--- src/gbpw_pkg.sv ---
`timescale 1ns / 1ps

package gbpw_pkg;

	localparam int COORD_BITS_DEF = 12;
	localparam int BYTE_W         = 8;
	localparam int PITCH_W        = 10;
	localparam int CFG_IDX_W      = 3;
	localparam int SUB_W          = 3;   // bit position within a byte

	typedef enum logic [CFG_IDX_W-1:0] {
		REG_DEPTH_MODE     = 3'd0,
		REG_BOX_LEFT       = 3'd1,
		REG_BOX_RIGHT_END  = 3'd2,
		REG_BOX_TOP        = 3'd3,
		REG_BOX_BOTTOM_END = 3'd4,
		REG_ROW_PITCH      = 3'd5
	} cfg_reg_t;

	typedef enum logic {
		DEPTH_1BPP = 1'b0,
		DEPTH_8BPP = 1'b1
	} depth_t;

endpackage

--- src/glyph_bitmap_to_pixel_writes_core.sv ---
`timescale 1ns / 1ps

// Glyph blitter: takes a glyph bitmap one byte per request on s_axis and
// gives one foreground pixel write (x, y) per request on m_axis for every
// set pixel that lands inside the glyph box.
// cfg: register writes (index, data), always ready; write only while idle.
//   0 depth_mode, 1 box_left, 2 box_right_end, 3 box_top,
//   4 box_bottom_end, 5 row_pitch.
// s_axis: tdata = bitmap_byte, tuser = glyph_start (clears row/column walk).
// m_axis: tdata = {pixel_y, pixel_x}, tlast = last pixel of this byte.
// A taken byte is held in the emitter, whose pixels move to the output register.
// Throughput: the emitter hands out one pixel per cycle while m_axis is not
// stalled, so a byte holds it until its set pixels in the box (1 to 8) are
// out; bytes that give no pixel go at one per cycle while it is empty. The next
// byte is taken in the cycle the current byte's last pixel enters the output register.
// Reset: glyph walk idle until a glyph start, registers at their defaults
// (row_pitch 1, rest 0), no pixel pending.
// Stall: when m_axis_tready is low the output register holds its pixel,
// the emitter holds the rest of its byte and s_axis_tready drops as soon
// as the emitter holds a byte.
module glyph_bitmap_to_pixel_writes_core #(
	parameter int COORD_BITS = gbpw_pkg::COORD_BITS_DEF,
	// derived, leave at default
	parameter int CFG_W = (COORD_BITS + 1 > gbpw_pkg::PITCH_W) ?
		COORD_BITS + 1 : gbpw_pkg::PITCH_W,
	parameter int OUT_W = ((2 * COORD_BITS + 7) / 8) * 8
) (
	input  logic                            clk,
	input  logic                            arst_n,
	// configuration write channel
	input  logic                            cfg_valid,
	output logic                            cfg_ready,
	input  logic [gbpw_pkg::CFG_IDX_W-1:0]  cfg_index,
	input  logic [CFG_W-1:0]                cfg_data,
	// bitmap bytes in
	input  logic                            s_axis_tvalid,
	output logic                            s_axis_tready,
	input  logic [gbpw_pkg::BYTE_W-1:0]     s_axis_tdata,  // [7:0] bitmap_byte
	input  logic                            s_axis_tuser,  // [0] glyph_start
	// pixel writes out
	output logic                            m_axis_tvalid,
	input  logic                            m_axis_tready,
	output logic [OUT_W-1:0]                m_axis_tdata,  // pixel_x, then pixel_y
	output logic                            m_axis_tlast   // last_of_byte
);
	import gbpw_pkg::*;

	localparam int CNT_W = CFG_W;

	logic                  accept;
	logic                  fire;
	logic [BYTE_W-1:0]     pix_mask;
	logic [COORD_BITS-1:0] x_base;
	logic [COORD_BITS-1:0] y_row;
	logic [COORD_BITS-1:0] pixel_x;
	logic [COORD_BITS-1:0] pixel_y;

	assign cfg_ready = 1'b1;
	assign accept    = s_axis_tvalid && s_axis_tready;

	// Walk state and per-byte pixel mask.
	gbpw_scan #(
		.COORD_BITS (COORD_BITS),
		.CNT_W      (CNT_W),
		.CFG_W      (CFG_W)
	) u_scan (
		.clk         (clk),
		.arst_n      (arst_n),
		.cfg_valid   (cfg_valid),
		.cfg_index   (cfg_index),
		.cfg_data    (cfg_data),
		.accept      (accept),
		.bitmap_byte (s_axis_tdata),
		.glyph_start (s_axis_tuser),
		.fire        (fire),
		.pix_mask    (pix_mask),
		.x_base      (x_base),
		.y_row       (y_row)
	);

	// Hold the byte's pixels and hand them out one per cycle while m_axis is not stalled.
	gbpw_emit #(
		.COORD_BITS (COORD_BITS)
	) u_emit (
		.clk          (clk),
		.arst_n       (arst_n),
		.load         (fire),
		.pix_mask     (pix_mask),
		.x_base       (x_base),
		.y_row        (y_row),
		.take_ready   (s_axis_tready),
		.out_valid    (m_axis_tvalid),
		.out_ready    (m_axis_tready),
		.pixel_x      (pixel_x),
		.pixel_y      (pixel_y),
		.last_of_byte (m_axis_tlast)
	);

	assign m_axis_tdata = OUT_W'({pixel_y, pixel_x});

endmodule

--- src/gbpw_scan.sv ---
`timescale 1ns / 1ps

module gbpw_scan #(
	parameter int COORD_BITS = gbpw_pkg::COORD_BITS_DEF,
	parameter int CNT_W      = 13,
	parameter int CFG_W      = 13
) (
	input  logic                            clk,
	input  logic                            arst_n,
	input  logic                            cfg_valid,
	input  logic [gbpw_pkg::CFG_IDX_W-1:0]  cfg_index,
	input  logic [CFG_W-1:0]                cfg_data,
	input  logic                            accept,
	input  logic [gbpw_pkg::BYTE_W-1:0]     bitmap_byte,
	input  logic                            glyph_start,
	output logic                            fire,
	output logic [gbpw_pkg::BYTE_W-1:0]     pix_mask,
	output logic [COORD_BITS-1:0]           x_base,
	output logic [COORD_BITS-1:0]           y_row
);
	import gbpw_pkg::*;

	localparam int CB = COORD_BITS;
	localparam int CW = CNT_W + SUB_W;

	depth_t              depth_q;
	logic [CB-1:0]       left_q;
	logic [CB:0]         right_end_q;
	logic [CB-1:0]       top_q;
	logic [CB:0]         bottom_end_q;
	logic [PITCH_W-1:0]  pitch_q;

	logic [CB-1:0]       row_q;
	logic [CNT_W-1:0]    col_q;
	logic                fin_q;

	logic [CB-1:0]       cur_row;
	logic [CNT_W-1:0]    cur_col;
	logic                cur_fin;
	logic [CB:0]         right_c;
	logic [CB:0]         bottom_c;
	logic                empty_box;
	logic [CB:0]         width;
	logic [CB:0]         height;
	logic [PITCH_W-1:0]  pitch;
	logic [CNT_W-1:0]    row_len;
	logic [CNT_W-1:0]    col_n;
	logic [CB:0]         row_n;
	logic [CW-1:0]       width_ext;
	logic [CW-1:0]       col_pos;
	logic [CW-1:0]       bit_col;
	logic                active;
	logic [BYTE_W-1:0]   mask;
	logic [CB-1:0]       row_d;
	logic [CNT_W-1:0]    col_d;
	logic                fin_d;

	always_ff @(posedge clk or negedge arst_n) begin
		if (!arst_n) begin
			depth_q      <= DEPTH_1BPP;
			left_q       <= '0;
			right_end_q  <= '0;
			top_q        <= '0;
			bottom_end_q <= '0;
			pitch_q      <= PITCH_W'(1);
		end else if (cfg_valid) begin
			case (cfg_reg_t'(cfg_index))
				REG_DEPTH_MODE:     depth_q      <= depth_t'(cfg_data[0]);
				REG_BOX_LEFT:       left_q       <= cfg_data[CB-1:0];
				REG_BOX_RIGHT_END:  right_end_q  <= cfg_data[CB:0];
				REG_BOX_TOP:        top_q        <= cfg_data[CB-1:0];
				REG_BOX_BOTTOM_END: bottom_end_q <= cfg_data[CB:0];
				REG_ROW_PITCH:      pitch_q      <= cfg_data[PITCH_W-1:0];
				default: ;
			endcase
		end
	end

	// A glyph start clears the walk before the byte is used.
	assign cur_row = glyph_start ? '0 : row_q;
	assign cur_col = glyph_start ? '0 : col_q;
	assign cur_fin = glyph_start ? 1'b0 : fin_q;

	// Saturate box ends to the screen size.
	assign right_c   = right_end_q[CB] ? {1'b1, {CB{1'b0}}} : right_end_q;
	assign bottom_c  = bottom_end_q[CB] ? {1'b1, {CB{1'b0}}} : bottom_end_q;
	assign empty_box = (right_c <= {1'b0, left_q}) || (bottom_c <= {1'b0, top_q});
	assign width     = right_c - {1'b0, left_q};
	assign height    = bottom_c - {1'b0, top_q};
	assign pitch     = (pitch_q == '0) ? PITCH_W'(1) : pitch_q;
	assign row_len   = (depth_q == DEPTH_8BPP) ? CNT_W'(width) : CNT_W'(pitch);
	assign col_n     = cur_col + CNT_W'(1);
	assign row_n     = {1'b0, cur_row} + (CB+1)'(1);
	assign width_ext = CW'(width);
	assign active    = !cur_fin && !empty_box;

	assign col_pos = (depth_q == DEPTH_8BPP) ? CW'(cur_col) : {cur_col, {SUB_W{1'b0}}};

	always_comb begin
		mask    = '0;
		bit_col = '0;
		if (depth_q == DEPTH_8BPP) begin
			if ((bitmap_byte != '0) && (CW'(cur_col) < width_ext))
				mask[BYTE_W-1] = 1'b1;
		end else begin
			for (int k = 0; k < BYTE_W; k++) begin
				bit_col = {cur_col, SUB_W'(k)};
				mask[BYTE_W-1-k] = bitmap_byte[BYTE_W-1-k] && (bit_col < width_ext);
			end
		end
	end

	assign fire     = accept && active && (mask != '0);
	assign pix_mask = mask;
	assign x_base   = left_q + CB'(col_pos);
	assign y_row    = top_q + cur_row;

	// Next walk position after this byte.
	always_comb begin
		row_d = cur_row;
		col_d = cur_col;
		fin_d = cur_fin;
		if (!cur_fin) begin
			if (empty_box) begin
				fin_d = 1'b1;
			end else if (col_n >= row_len) begin
				col_d = '0;
				if (row_n >= height)
					fin_d = 1'b1;
				else
					row_d = CB'(row_n);
			end else begin
				col_d = col_n;
			end
		end
	end

	always_ff @(posedge clk or negedge arst_n) begin
		if (!arst_n) begin
			row_q <= '0;
			col_q <= '0;
			fin_q <= 1'b1;
		end else if (accept) begin
			row_q <= row_d;
			col_q <= col_d;
			fin_q <= fin_d;
		end
	end

endmodule

--- src/gbpw_emit.sv ---
`timescale 1ns / 1ps

module gbpw_emit #(
	parameter int COORD_BITS = gbpw_pkg::COORD_BITS_DEF
) (
	input  logic                         clk,
	input  logic                         arst_n,
	input  logic                         load,
	input  logic [gbpw_pkg::BYTE_W-1:0]  pix_mask,
	input  logic [COORD_BITS-1:0]        x_base,
	input  logic [COORD_BITS-1:0]        y_row,
	output logic                         take_ready,
	output logic                         out_valid,
	input  logic                         out_ready,
	output logic [COORD_BITS-1:0]        pixel_x,
	output logic [COORD_BITS-1:0]        pixel_y,
	output logic                         last_of_byte
);
	import gbpw_pkg::*;

	localparam int CB = COORD_BITS;

	logic                valid_s1;
	logic [BYTE_W-1:0]   mask_s1;
	logic [CB-1:0]       xbase_s1;
	logic [CB-1:0]       y_s1;

	logic                valid_q;
	logic [CB-1:0]       x_q;
	logic [CB-1:0]       y_q;
	logic                last_q;

	logic                out_load;
	logic                take;
	logic                drain;
	logic [SUB_W-1:0]    lead;
	logic                found;
	logic [BYTE_W-1:0]   rest;

	// Pick the leftmost remaining pixel (most significant bit first).
	always_comb begin
		lead  = '0;
		found = 1'b0;
		for (int i = 0; i < BYTE_W; i++) begin
			if (!found && mask_s1[BYTE_W-1-i]) begin
				lead  = SUB_W'(i);
				found = 1'b1;
			end
		end
	end

	assign rest       = mask_s1 & ~({1'b1, {(BYTE_W-1){1'b0}}} >> lead);
	assign out_load   = !valid_q || out_ready;
	assign take       = valid_s1 && out_load;
	assign drain      = take && (rest == '0);
	assign take_ready = !valid_s1 || drain;

	always_ff @(posedge clk or negedge arst_n) begin
		if (!arst_n) begin
			valid_s1 <= 1'b0;
		end else if (load) begin
			valid_s1 <= 1'b1;
		end else if (drain) begin
			valid_s1 <= 1'b0;
		end
	end

	always_ff @(posedge clk) begin
		if (load) begin
			mask_s1  <= pix_mask;
			xbase_s1 <= x_base;
			y_s1     <= y_row;
		end else if (take) begin
			mask_s1  <= rest;
		end
	end

	always_ff @(posedge clk or negedge arst_n) begin
		if (!arst_n)
			valid_q <= 1'b0;
		else if (out_load)
			valid_q <= valid_s1;
	end

	always_ff @(posedge clk) begin
		if (take) begin
			x_q    <= xbase_s1 + CB'(lead);
			y_q    <= y_s1;
			last_q <= (rest == '0);
		end
	end

	assign out_valid    = valid_q;
	assign pixel_x      = x_q;
	assign pixel_y      = y_q;
	assign last_of_byte = last_q;

endmodule

--- config.mk ---
export PLATFORM = sky130hd
export DESIGN_NAME = glyph_bitmap_to_pixel_writes_core
export DESIGN_NICKNAME = d
export VERILOG_FILES = /design/src/gbpw_pkg.sv /design/src/glyph_bitmap_to_pixel_writes_core.sv /design/src/gbpw_scan.sv /design/src/gbpw_emit.sv
export SDC_FILE = /design/constraint.sdc
export NUM_CORES = 1
export LEC_CHECK = 0
export BUFFER_PORTS_ARGS = -buffer_cell sky130_fd_sc_hd__buf_4
export CAP_MARGIN = 20
export CORE_MARGIN = 10
export CORE_UTILIZATION = 45
export CTS_CLUSTER_DIAMETER = 200
export CTS_CLUSTER_SIZE = 10
export DETAILED_ROUTE_END_ITERATION = 10
export SLEW_MARGIN = 20
export SYNTH_ARGS = -nofsm -noshare
export SYNTH_HDL_FRONTEND = slang
export SYNTH_HIERARCHICAL = 1
export SYNTH_SLANG_ARGS = --single-unit
--- constraint.sdc ---
create_clock -name clk -period 7.3 [get_ports clk]
set_clock_uncertainty 0.2 [all_clocks]
set_input_delay 1.46 -clock clk [delete_from_list [all_inputs] [get_ports clk]]
set_output_delay 1.46 -clock clk [all_outputs]
set_load 0.03 [all_outputs]
==> impl_metrics.ini, run 1 <==
[status]
run_status = finished clean

[finish]
antennaDiodeCount = 0
nFillCells = 2096
seqCellArea_um2 = 3941
drive_above_1_share_pct = 15.58
multi_input_area_um2 = 5977
area_growth_syn_to_layout_pct = 12.53
final_cell_mix = 96 x sky130_fd_sc_hd__ha_1, 87 x sky130_fd_sc_hd__dfrtp_1, 78 x sky130_fd_sc_hd__inv_1
nets = 1248
layout.cells.most_common = sky130_fd_sc_hd__ha_1

[placed_design]
portBuffers = 56
gp_routability_congestion = 0.8936
preCtsSetupSlack_ns = 1.052
detailedPlacementHpwl_um = 20080

[clock_tree]
max-clock-path-buffers = 2
clock_tree.htree_level_count = 4
clock_latency_ns = 0.43
postCtsHoldBufs = 0
clkTransAtPathRegs_ns = 0.06
root_buffer = sky130_fd_sc_hd__clkbuf_16
post-cts-setup-buffer-count = 0
clock_sink_count = 146
postCtsResizedCells = 0
tritoncts = done
cts_made_buffers = 17

[global_routing]
antenna_found_initial = 0
gr-usage-all-layers_pct = 18.08
globalRoute.busiestLayer = met1
use_met3_pct = 2.911
globalRoute.totalOverflow = 0
grt.met1_usage_pct = 27.06
grt_pass1_wl_um = 41990
grt_start_max_net_pins = 53
vias_in_the_first_global_route = 7677
grt_util_met2_pct = 25.82

[timing]
timing_worst_slew_pin_value_ns = 0.9685
grt_setup_unrepaired = no
fin_ws_ns = 1.418
final-hold-violation-count = 0
setup_viol = 0
max_freq_mhz = 170.0
final_max_slew_viol_count = 0
tns_ns = 0
finalWorstPathRequiredPeriod_ns = 5.882
finalCritPeriodShare_pct = 80.57
worst_slew_margin_rel_pct = 35.43

[synth]
synthCells = 1064
synth.lib_cells_used.distinct = 79
number_of_synthesized_flops_with_an_enable_pin = 57
synth-seq-area-share_pct = 38.08
yosys-top-cells-area = sky130_fd_sc_hd__dfrtp_1 21%, sky130_fd_sc_hd__edfxtp_1 17%, sky130_fd_sc_hd__ha_1 12%
mappedNetlistArea_um2 = 10350
syn-num-nets = 1195
postSynthRegisterBits = 146
avgSynthCellArea_um2 = 9.726
synth.top_cell.area_share_pct = 21.04
synth_top_area_cell = sky130_fd_sc_hd__dfrtp_1
postSynth.asyncResetShare_pct = 60.96
synthFlopType = sky130_fd_sc_hd__dfrtp_1
number_of_warnings_issued_by_yosys = 6

[worst_setup_path]
critPathRequiredTime_ns = 7.21
critical_path_class = reg -> reg
timing.critical_path.arrival_ns = 5.79
worst_setup_path_end_kind = register
timing.critical_path.from_type = register
crit_fanout = 29

[detailed_routing]
remaining_drc_errors = 0
iteration_0_drc_count_of_the_detailed_router = 678
drt-wirelength-per-cell_um = 18.28
detail-route-antenna-nets = 0
vias_per_cell = 5.668
drt_pass1_iterations = 6
num_vias = 8020
drt_wl_total_um = 25870

[power_and_ir_drop]
share_comb_of_total_power_pct = 43.1
pwr-share-clk_pct = 24.4
p_per_area_nw_per_um2 = 319.6
cell_internal_pwr_w = 0.002207
power.switching_fraction_pct = 40.72
peakVddDrop_mv = 0.1412
pwr-share-seq_pct = 32.5
switching_power_w = 0.001516
static-leakage-power_nw = 5.177

[floorplan]
die_area_um2 = 29460
die_span_in_y_um = 171.6
die_width_um = 171.6
effective_utilization_at_floorplan_pct = 45.71
ports = 58
coreArea_um2 = 22640
std_cell_rows = 55

[worst_hold_path]
hold_removal_path_class = reg -> reg

[run]
max_cap_violations = 0
-- power groups by stage --
| stage | clock [W] | combinational, W | sequential (W) |
|---|---|---|---|
| 2_1_floorplan | 0 | 0.00111 | 0.00124 |
| 3_3_place_gp | 0 | 0.00157 | 0.00122 |
| 3_5_place_dp | 0 | 0.00159 | 0.00122 |
| 4_1_cts | 0.000931 | 0.00160 | 0.00121 |
| 5_1_grt | 0.000966 | 0.00179 | 0.00123 |
| 6_report | 0.000909 | 0.00160 | 0.00121 |
-- worst paths after layout --
check                                  startpoint                end  slack [ns]  depth (start not counted)
setup reg to reg           u_scan/right_end_q[12]  u_emit/mask_s1[6]        1.42                         18
setup / recovery           u_scan/right_end_q[12]  u_emit/mask_s1[6]        1.42                         18
min in group asynchronous                  arst_n   u_scan/left_q[5]        0.81                          1
hold reg to reg                    u_emit/y_s1[1]  u_emit/pixel_y[1]        0.22                          0
max in group asynchronous                  arst_n    u_scan/col_q[8]        4.99                          2
hold / removal                     u_emit/y_s1[1]  u_emit/pixel_y[1]        0.22                          0
-- cells in the mapped netlist, types with 14 or more instances --
library cell               instances
sky130_fd_sc_hd__nand3_1          26
sky130_fd_sc_hd__nor2_1           72
sky130_fd_sc_hd__xnor2_1          36
sky130_fd_sc_hd__a21oi_1          48
sky130_fd_sc_hd__and3_1           17
sky130_fd_sc_hd__nor2b_1          46
sky130_fd_sc_hd__ha_1             96
sky130_fd_sc_hd__o21a_1           15
sky130_fd_sc_hd__nand2b_1         27
sky130_fd_sc_hd__nand2_1          74
sky130_fd_sc_hd__nand4_1          14
sky130_fd_sc_hd__inv_1            78
sky130_fd_sc_hd__o21ai_0          59
sky130_fd_sc_hd__xor2_1           26
sky130_fd_sc_hd__nor3_1           16
sky130_fd_sc_hd__mux2_2           55
sky130_fd_sc_hd__dfrtp_1          87
sky130_fd_sc_hd__edfxtp_1         57
sky130_fd_sc_hd__clkbuf_1         17
-- metal layers --
metal	vias up	part of all wire [%]
met3	27	5.5
met2	229	41
met1	3806	52
met4	0	1.4
li1	3958	-
met5	-	0
-- area by class of cell --
cell class / instances / area share [%]
well taps: 285 / 3.062
repair buffers: 62 / 3.997
inverters: 82 / 2.643
multi-input cells: 808 / 51.33
flip-flops and latches: 146 / 33.85
clock inverters: 15 / 1.472
clock buffers: 17 / 3.653
-- through the flow --
stage / area [um2] / utilization (%) / total power [W] / cells / hold WS, ns
after floorplan: 10350 / - / 0.002354 / 1064 / 0.2003
after global placement: 11050 / 48.79 / 0.002790 / 1383 / 0.2015
after detailed placement: 11050 / 48.79 / 0.002810 / 1383 / 0.2057
after CTS: 11640 / 51.42 / 0.003736 / 1415 / 0.2213
after global routing: 11640 / 51.43 / 0.003990 / 1415 / 0.2303
final: 11640 / 51.43 / 0.003722 / 1415 / 0.2200
-- cells by family after synthesis --
kind of cell             share of synthesized area [%]
adder cells (fa/ha/maj)                          12.67
flip-flops                                       38.08
multiplexers                                     6.662
AND/OR/NAND/NOR                                  17.23
other                                          0.03624
XOR/XNOR                                         5.247
AO/OA/AOI/OAI                                    15.85
buffers and inverters                            4.219
-- critical path: stages, from the launching register on --
cell	delay [ns]
sky130_fd_sc_hd__dfrtp_1	0.70
sky130_fd_sc_hd__nand2b_1	0.25
sky130_fd_sc_hd__inv_1	0.07
sky130_fd_sc_hd__ha_1	0.28
sky130_fd_sc_hd__nor2b_1	0.14
sky130_fd_sc_hd__o31a_1	0.30
sky130_fd_sc_hd__o21ai_0	0.18
sky130_fd_sc_hd__nand2b_1	0.11
sky130_fd_sc_hd__a21o_1	0.19
sky130_fd_sc_hd__a21oi_1	0.21
sky130_fd_sc_hd__xor2_1	0.37
sky130_fd_sc_hd__ha_1	0.32
sky130_fd_sc_hd__a21oi_1	0.28
sky130_fd_sc_hd__o21ai_0	0.22
sky130_fd_sc_hd__nand3_1	0.22
sky130_fd_sc_hd__o311ai_1	0.14
sky130_fd_sc_hd__a41oi_1	0.23
sky130_fd_sc_hd__o21a_1	0.78
sky130_fd_sc_hd__or2_2	0.37
-- sequential cells by signal, summed over array words and instances (netlist names) --
signal,cells
u_emit/last_of_byte,1
u_scan/row_q,12
u_scan/col_q,13
u_scan/pitch_q,10
u_emit/pixel_y,12
u_emit/xbase_s1,12
u_emit/y_s1,12
u_emit/valid_s1,1
u_scan/bottom_end_q,13
u_scan/top_q,12
u_scan/right_end_q,13
u_scan/fin_q,1
u_scan/depth_q,1
u_scan/left_q,12
u_emit/mask_s1,8
u_emit/out_valid,1
u_emit/pixel_x,12
Power figures use the tool's default switching activity.
==> run 2, diff against run 1 <==
==> constraint.sdc (replaced) <==
create_clock -name clk -period 5.3 [get_ports clk]
set_clock_uncertainty 0.2 [all_clocks]
set_input_delay 1.06 -clock clk [delete_from_list [all_inputs] [get_ports clk]]
set_output_delay 1.06 -clock clk [all_outputs]
set_load 0.03 [all_outputs]
==> run 2 against run 1 <==
Maximum frequency rose by 20%. Global-route usage rose by 0.56 points. Critical endpoint is now u_emit/y_s1[4]. Die area did not move. Register-to-register slack got worse by 1.0 ns. Via count rose by 1.1%. Final area rose by 1.9%. Hold slack got worse by 0.00096 ns. Core utilization rose by 0.99 points.
==> impl_metrics.ini, run 2 (same netlist as run 1, synthesis figures left out) <==
[finish]
antennaDiodeCount = 0
layout.cells.most_common = sky130_fd_sc_hd__ha_1
fin_cells = 1445
nFillCells = 2083
reg.largest.list = u_scan/bottom_end_q (13), u_scan/col_q (13), u_scan/right_end_q (13)
final_cell_mix = 96 x sky130_fd_sc_hd__ha_1, 92 x sky130_fd_sc_hd__buf_4, 87 x sky130_fd_sc_hd__dfrtp_1
area_growth_syn_to_layout_pct = 14.69
seqCellArea_um2 = 3941
multi_input_area_um2 = 5979
drive_above_1_share_pct = 17.67
nets = 1278

[floorplan]
die_span_in_y_um = 171.6
coreArea_um2 = 22640
std_cell_rows = 55
ports = 58
effective_utilization_at_floorplan_pct = 45.71
die_area_um2 = 29460
die_width_um = 171.6

[power_and_ir_drop]
power.switching_fraction_pct = 40.56
pwr-share-seq_pct = 31.8
switching_power_w = 0.002115
static-leakage-power_nw = 5.334
share_comb_of_total_power_pct = 44.3
pwr-share-clk_pct = 23.9
peakVddDrop_mv = 0.1769
p_per_area_nw_per_um2 = 439.3
cell_internal_pwr_w = 0.003100

[status]
run_status = finished clean

[placed_design]
portBuffers = 56
detailedPlacementHpwl_um = 20980
dpl.cell_count = 1409
gp_routability_congestion = 0.8826

[timing]
setup_viol = 0
final_max_slew_viol_count = 0
max_freq_mhz = 204.4
tns_ns = 0
grt_setup_unrepaired = no
worst_slew_margin_rel_pct = 28.51
finalCritPeriodShare_pct = 92.30
timing_worst_slew_pin_value_ns = 1.068
finalWorstPathRequiredPeriod_ns = 4.892
final-hold-violation-count = 0

[clock_tree]
clkTransAtPathRegs_ns = 0.07
clock_tree.htree_level_count = 4
root_buffer = sky130_fd_sc_hd__clkbuf_16
clock_sink_count = 146
max-clock-path-buffers = 2
postCtsHoldBufs = 0
tritoncts = done
cts_made_buffers = 17
clock_latency_ns = 0.42

[global_routing]
grt_pass1_wl_um = 42960
gr-usage-all-layers_pct = 18.64
vias_in_the_first_global_route = 7839
grt_start_max_net_pins = 66
antenna_found_initial = 0
globalRoute.totalOverflow = 0

[run]
max_cap_violations = 0

[worst_setup_path]
crit_fanout = 16
crit_path_cell_trace = nand2b_1 > ha_1 > fa_1 > nand2b_1 > a21oi_1 > a21oi_1 > o21ai_0 > xor2_1 > ha_1 > a211o_1 > a311oi_1 > o21ai_1 > o22ai_1 > o21a_1 > buf_4 > buf_4
critPathRequiredTime_ns = 5.22
timing.reg2reg.worst_path_depth = 16
critical_path_class = reg -> reg
flop2flop_setup_slack_ns = 0.41
timing.critical_path.arrival_ns = 4.81
r2r-start = u_scan/right_end_q[12]
slowest_stage = sky130_fd_sc_hd__dfrtp_1
timing.rr.end = u_emit/y_s1[4]
crit_path_max_cell_delay_ns = 0.41
worst_setup_path_end_kind = register
timing.critical_path.from_type = register

[worst_hold_path]
min_path_cells = 0
hold_removal_path_class = reg -> reg
holdPathEnd = u_emit/pixel_y[3]
hold_path_startpoint = u_emit/y_s1[3]

[detailed_routing]
detail-route-antenna-nets = 0
drt_pass1_iterations = 7
remaining_drc_errors = 0
drt-wirelength-per-cell_um = 18.53
iteration_0_drc_count_of_the_detailed_router = 665
num_vias = 8111
drt_wl_total_um = 26770
vias_per_cell = 5.613
[run 2: worst max-delay path, delay by kind of cell (launching register included)]
family,cells,cell delay [ns]
AOI/OAI and AO/OA,8,1.97
and+or+nand+nor,2,0.36
DFF,1,0.41
xor gates and xnor gates,1,0.30
buffers and inverters,2,0.42
adders and majority gates,3,0.92
[run 2: timing repair]
| action | in CTS | in global routing |
|---|---|---|
| resized for setup | 0 | 2 |
| endpoints found under the setup margin | 0 | 12 |
| hold endpoints to repair | 0 | 0 |
| setup buffers | 0 | 4 |
[run 2: area by class of cell]
type / instances / area share [%]
Clock buffer: 17 / 3.584
Clock inverter: 15 / 1.413
Inverter: 82 / 2.593
Multi-Input combinational cell: 808 / 50.38
Sequential cell: 146 / 33.21
Tap cell: 285 / 3.004
Timing Repair Buffer: 92 / 5.819
[run 2: worst max path at each step]
stage               depth (start not counted)                 to                    start
finish                                     16     u_emit/y_s1[4]   u_scan/right_end_q[12]
global route                               21   u_scan/row_q[10]  u_scan/bottom_end_q[12]
CTS                                        20    u_scan/row_q[7]  u_scan/bottom_end_q[12]
detailed placement                         18    u_scan/row_q[2]             s_axis_tuser
global placement                           18    u_scan/row_q[2]             s_axis_tuser
floorplan                                  17  u_emit/mask_s1[5]   u_scan/right_end_q[12]
[run 2: layer usage]
metal	track usage, %	vias to the layer above	part of all wire, %	wire length (um)
li1	-	4027	-	-
met1	27.54	3837	51	13640
met2	27.12	226	42	11170
met3	3.278	21	6.0	1601
met4	5.142	0	1.3	355
met5	0	-	0	0
[run 2: power groups by stage]
stage / clock network, W / logic, W / registers, W
after global routing: 0.00132 / 0.00258 / 0.00169
final: 0.00125 / 0.00231 / 0.00166
after CTS: 0.00128 / 0.00230 / 0.00165
after global placement: 0 / 0.00226 / 0.00167
after floorplan: 0 / 0.00153 / 0.00171
after detailed placement: 0 / 0.00229 / 0.00168
[run 2: per-stage QoR]
step	hold slack, ns	cell area, um2	utilization, %	setup slack [ns]	total power [W]
floorplan	0.2003	10350	-	0.1871	0.003242
global placement	0.2009	11240	49.65	0.04838	0.003926
detailed placement	0.2045	11240	49.65	0.06713	0.003963
CTS	0.2195	11830	52.27	0.3461	0.005229
global route	0.2251	11870	52.42	0.01167	0.005592
finish	0.2190	11870	52.42	0.4084	0.005214
==> run 3, diff against run 2 <==
==> constraint.sdc (replaced) <==
create_clock -name clk -period 3.97 [get_ports clk]
set_clock_uncertainty 0.2 [all_clocks]
set_input_delay 0.794 -clock clk [delete_from_list [all_inputs] [get_ports clk]]
set_output_delay 0.794 -clock clk [all_outputs]
set_load 0.03 [all_outputs]
==> run 3 against run 2 <==
The run now ends with negative setup slack left. Clock power rose by 26%. Combinational power rose by 83%. Core utilization rose by 8.5 points. First-iteration DRC count fell by 9.6%. Final area rose by 16%. Critical path type unchanged. Largest power group unchanged.
==> impl_metrics.ini, run 3 (same netlist as run 1, synthesis figures left out) <==
[worst_setup_path]
crit_fanout = 8
slowest_stage = sky130_fd_sc_hd__dfrtp_1
worst_setup_path_end_kind = register
crit_path_max_cell_delay_ns = 0.42
critical_path.startpoint = u_scan/right_end_q[12]
timing.critical_path.from_type = register
critical_path_class = reg -> reg
critPathRequiredTime_ns = 3.96
timing.critical_path.arrival_ns = 4.53
r2r-start = u_scan/right_end_q[12]
crit_path_cell_trace = buf_6 > nor2b_1 > ha_1 > o21a_1 > o31a_1 > o21ai_2 > a31oi_2 > o21ai_1 > nand2b_1 > xnor2_2 > ha_1 > o211ai_1 > nor4_2 > buf_4 > nand2_4 > o311ai_4 > a41oi_2 > o21a_4 > or2_4
critical-path-top-cell-by-count = sky130_fd_sc_hd__ha_1

[detailed_routing]
vias_per_cell = 5.495
drt-wirelength-per-cell_um = 18.25
iteration_0_drc_count_of_the_detailed_router = 601
remaining_drc_errors = 0
drt_wl_total_um = 29500
num_vias = 8880
detail-route-antenna-nets = 0
drt_pass1_iterations = 5

[finish]
nets = 1449
area_growth_syn_to_layout_pct = 33.25
reg.largest.list = u_scan/bottom_end_q (13), u_scan/col_q (13), u_scan/right_end_q (13)
final_cell_mix = 251 x sky130_fd_sc_hd__buf_4, 87 x sky130_fd_sc_hd__dfrtp_1, 86 x sky130_fd_sc_hd__ha_1
antennaDiodeCount = 0
fin_cells = 1616
layout.cells.most_common = sky130_fd_sc_hd__buf_4
nFillCells = 1851
seqCellArea_um2 = 3941
drive_above_1_share_pct = 35.01
post-route-cell-area_um2 = 13790
multi_input_area_um2 = 6538

[floorplan]
die_width_um = 171.6
die_area_um2 = 29460
effective_utilization_at_floorplan_pct = 45.71
die_span_in_y_um = 171.6
std_cell_rows = 55
ports = 58
coreArea_um2 = 22640

[timing]
final_max_slew_viol_count = 0
max_freq_mhz = 220.0
finalCritPeriodShare_pct = 114.5
timing_worst_slew_pin_value_ns = 0.8124
final-hold-violation-count = 0
setup_viol = 67
grt_setup_unrepaired = yes
tns_ns = -31.85
finalWorstPathRequiredPeriod_ns = 4.545
fin_ws_ns = -0.5749
worst_slew_margin_rel_pct = 45.84

[clock_tree]
root_buffer = sky130_fd_sc_hd__clkbuf_16
clkTransAtPathRegs_ns = 0.07
clock_tree.htree_level_count = 4
cts_made_buffers = 17
tritoncts = done
clock_latency_ns = 0.44
clock_sink_count = 146
max-clock-path-buffers = 2

[power_and_ir_drop]
p_per_area_nw_per_um2 = 578.5
peakVddDrop_mv = 0.3221
static-leakage-power_nw = 6.343
finalPower_w = 0.007977

[global_routing]
vias_in_the_first_global_route = 8930
gr-usage-all-layers_pct = 20.52
globalRoute.totalOverflow = 0
antenna_found_initial = 0
grt_start_max_net_pins = 56
grt_pass1_wl_um = 47490

[status]
run_status = finished with violations
failed_checks = negative setup slack

[run]
max_cap_violations = 0

[placed_design]
portBuffers = 56
dpl.cell_count = 1565
dpl_cell_area_um2 = 12590
detailedPlacementHpwl_um = 22390
gp_routability_congestion = 0.8920
preCtsSetupSlack_ns = -0.5911

[worst_hold_path]
hold_removal_path_class = in -> async
-- run 3: cell count changes in the layout (fill, tap and decap cells not counted), moves of 7 or more --
cell and delta:
sky130_fd_sc_hd__ha_1 -10, sky130_fd_sc_hd__a21oi_1 -13, sky130_fd_sc_hd__o21ai_0 -17, sky130_fd_sc_hd__buf_6 +7, sky130_fd_sc_hd__a21oi_2 +7, sky130_fd_sc_hd__nand2_1 -9, sky130_fd_sc_hd__o21ai_1 +10, sky130_fd_sc_hd__nor2b_1 -7
sky130_fd_sc_hd__buf_4 +159
-- run 3: worst max-delay path: cells and delay by family (launching register included) --
family | cells | cell delay [ns]
AOI/OAI and AO/OA | 9 | 1.66
and+or+nand+nor | 5 | 0.92
adders and majority gates | 2 | 0.57
DFF | 1 | 0.42
buffers and inverters | 2 | 0.34
xor gates and xnor gates | 1 | 0.18
-- run 3: report_power, final --
group	total (W)	leakage, nW	switching [W]	internal, W
sequential	0.00218	1.64	0.000229	0.00195
combinational	0.00422	4.43	0.00225	0.00197
clock	0.00158	0.276	0.000749	0.000831
-- run 3: per-stage QoR --
| stage | hold WS, ns | util, % |
|---|---|---|
| after floorplan | 0.2003 | - |
| after global placement | 0.2018 | 55.60 |
| after detailed placement | 0.2045 | 55.60 |
| after CTS | 0.2218 | 59.85 |
| after global routing | 0.2387 | 60.91 |
| final | 0.2070 | 60.91 |
-- run 3: area by class of cell --
cell class | instances | area share [%]
clock buffers | 17 | 3.085
flip-flops and latches | 146 | 28.58
inverters | 82 | 2.232
multi-input cells | 808 | 47.41
well taps | 285 | 2.586
repair buffers | 263 | 15.11
clock inverters | 15 | 0.9981
-- run 3: what timing repair did --
item                                    CTS  global route
buffers inserted                         15             4
hold buffers                              0             0
gates cloned                              3             1
endpoints found under the setup margin   67            68
pin swaps                                48            25
gates resized for setup                  54            41
-- run 3: metal layers --
layer	routed length [um]	GRT usage, %	vias up
li1	-	-	4372
met1	14320	28.56	4253
met2	13110	31.53	219
met3	1529	3.782	36
met4	535	6.427	0
met5	0	0	-
-- run 3: path summary, 6_finish.rpt --
kind	to	slack (ns)	cells past startpoint
setup / recovery	u_emit/mask_s1[1]	-0.57	19
hold / removal	u_scan/left_q[4]	0.21	1
setup reg to reg	u_emit/mask_s1[1]	-0.57	19
hold reg to reg	u_emit/pixel_y[7]	0.22	0
max in group asynchronous	u_scan/fin_q	2.63	2
min in group clk	u_emit/pixel_y[7]	0.22	0
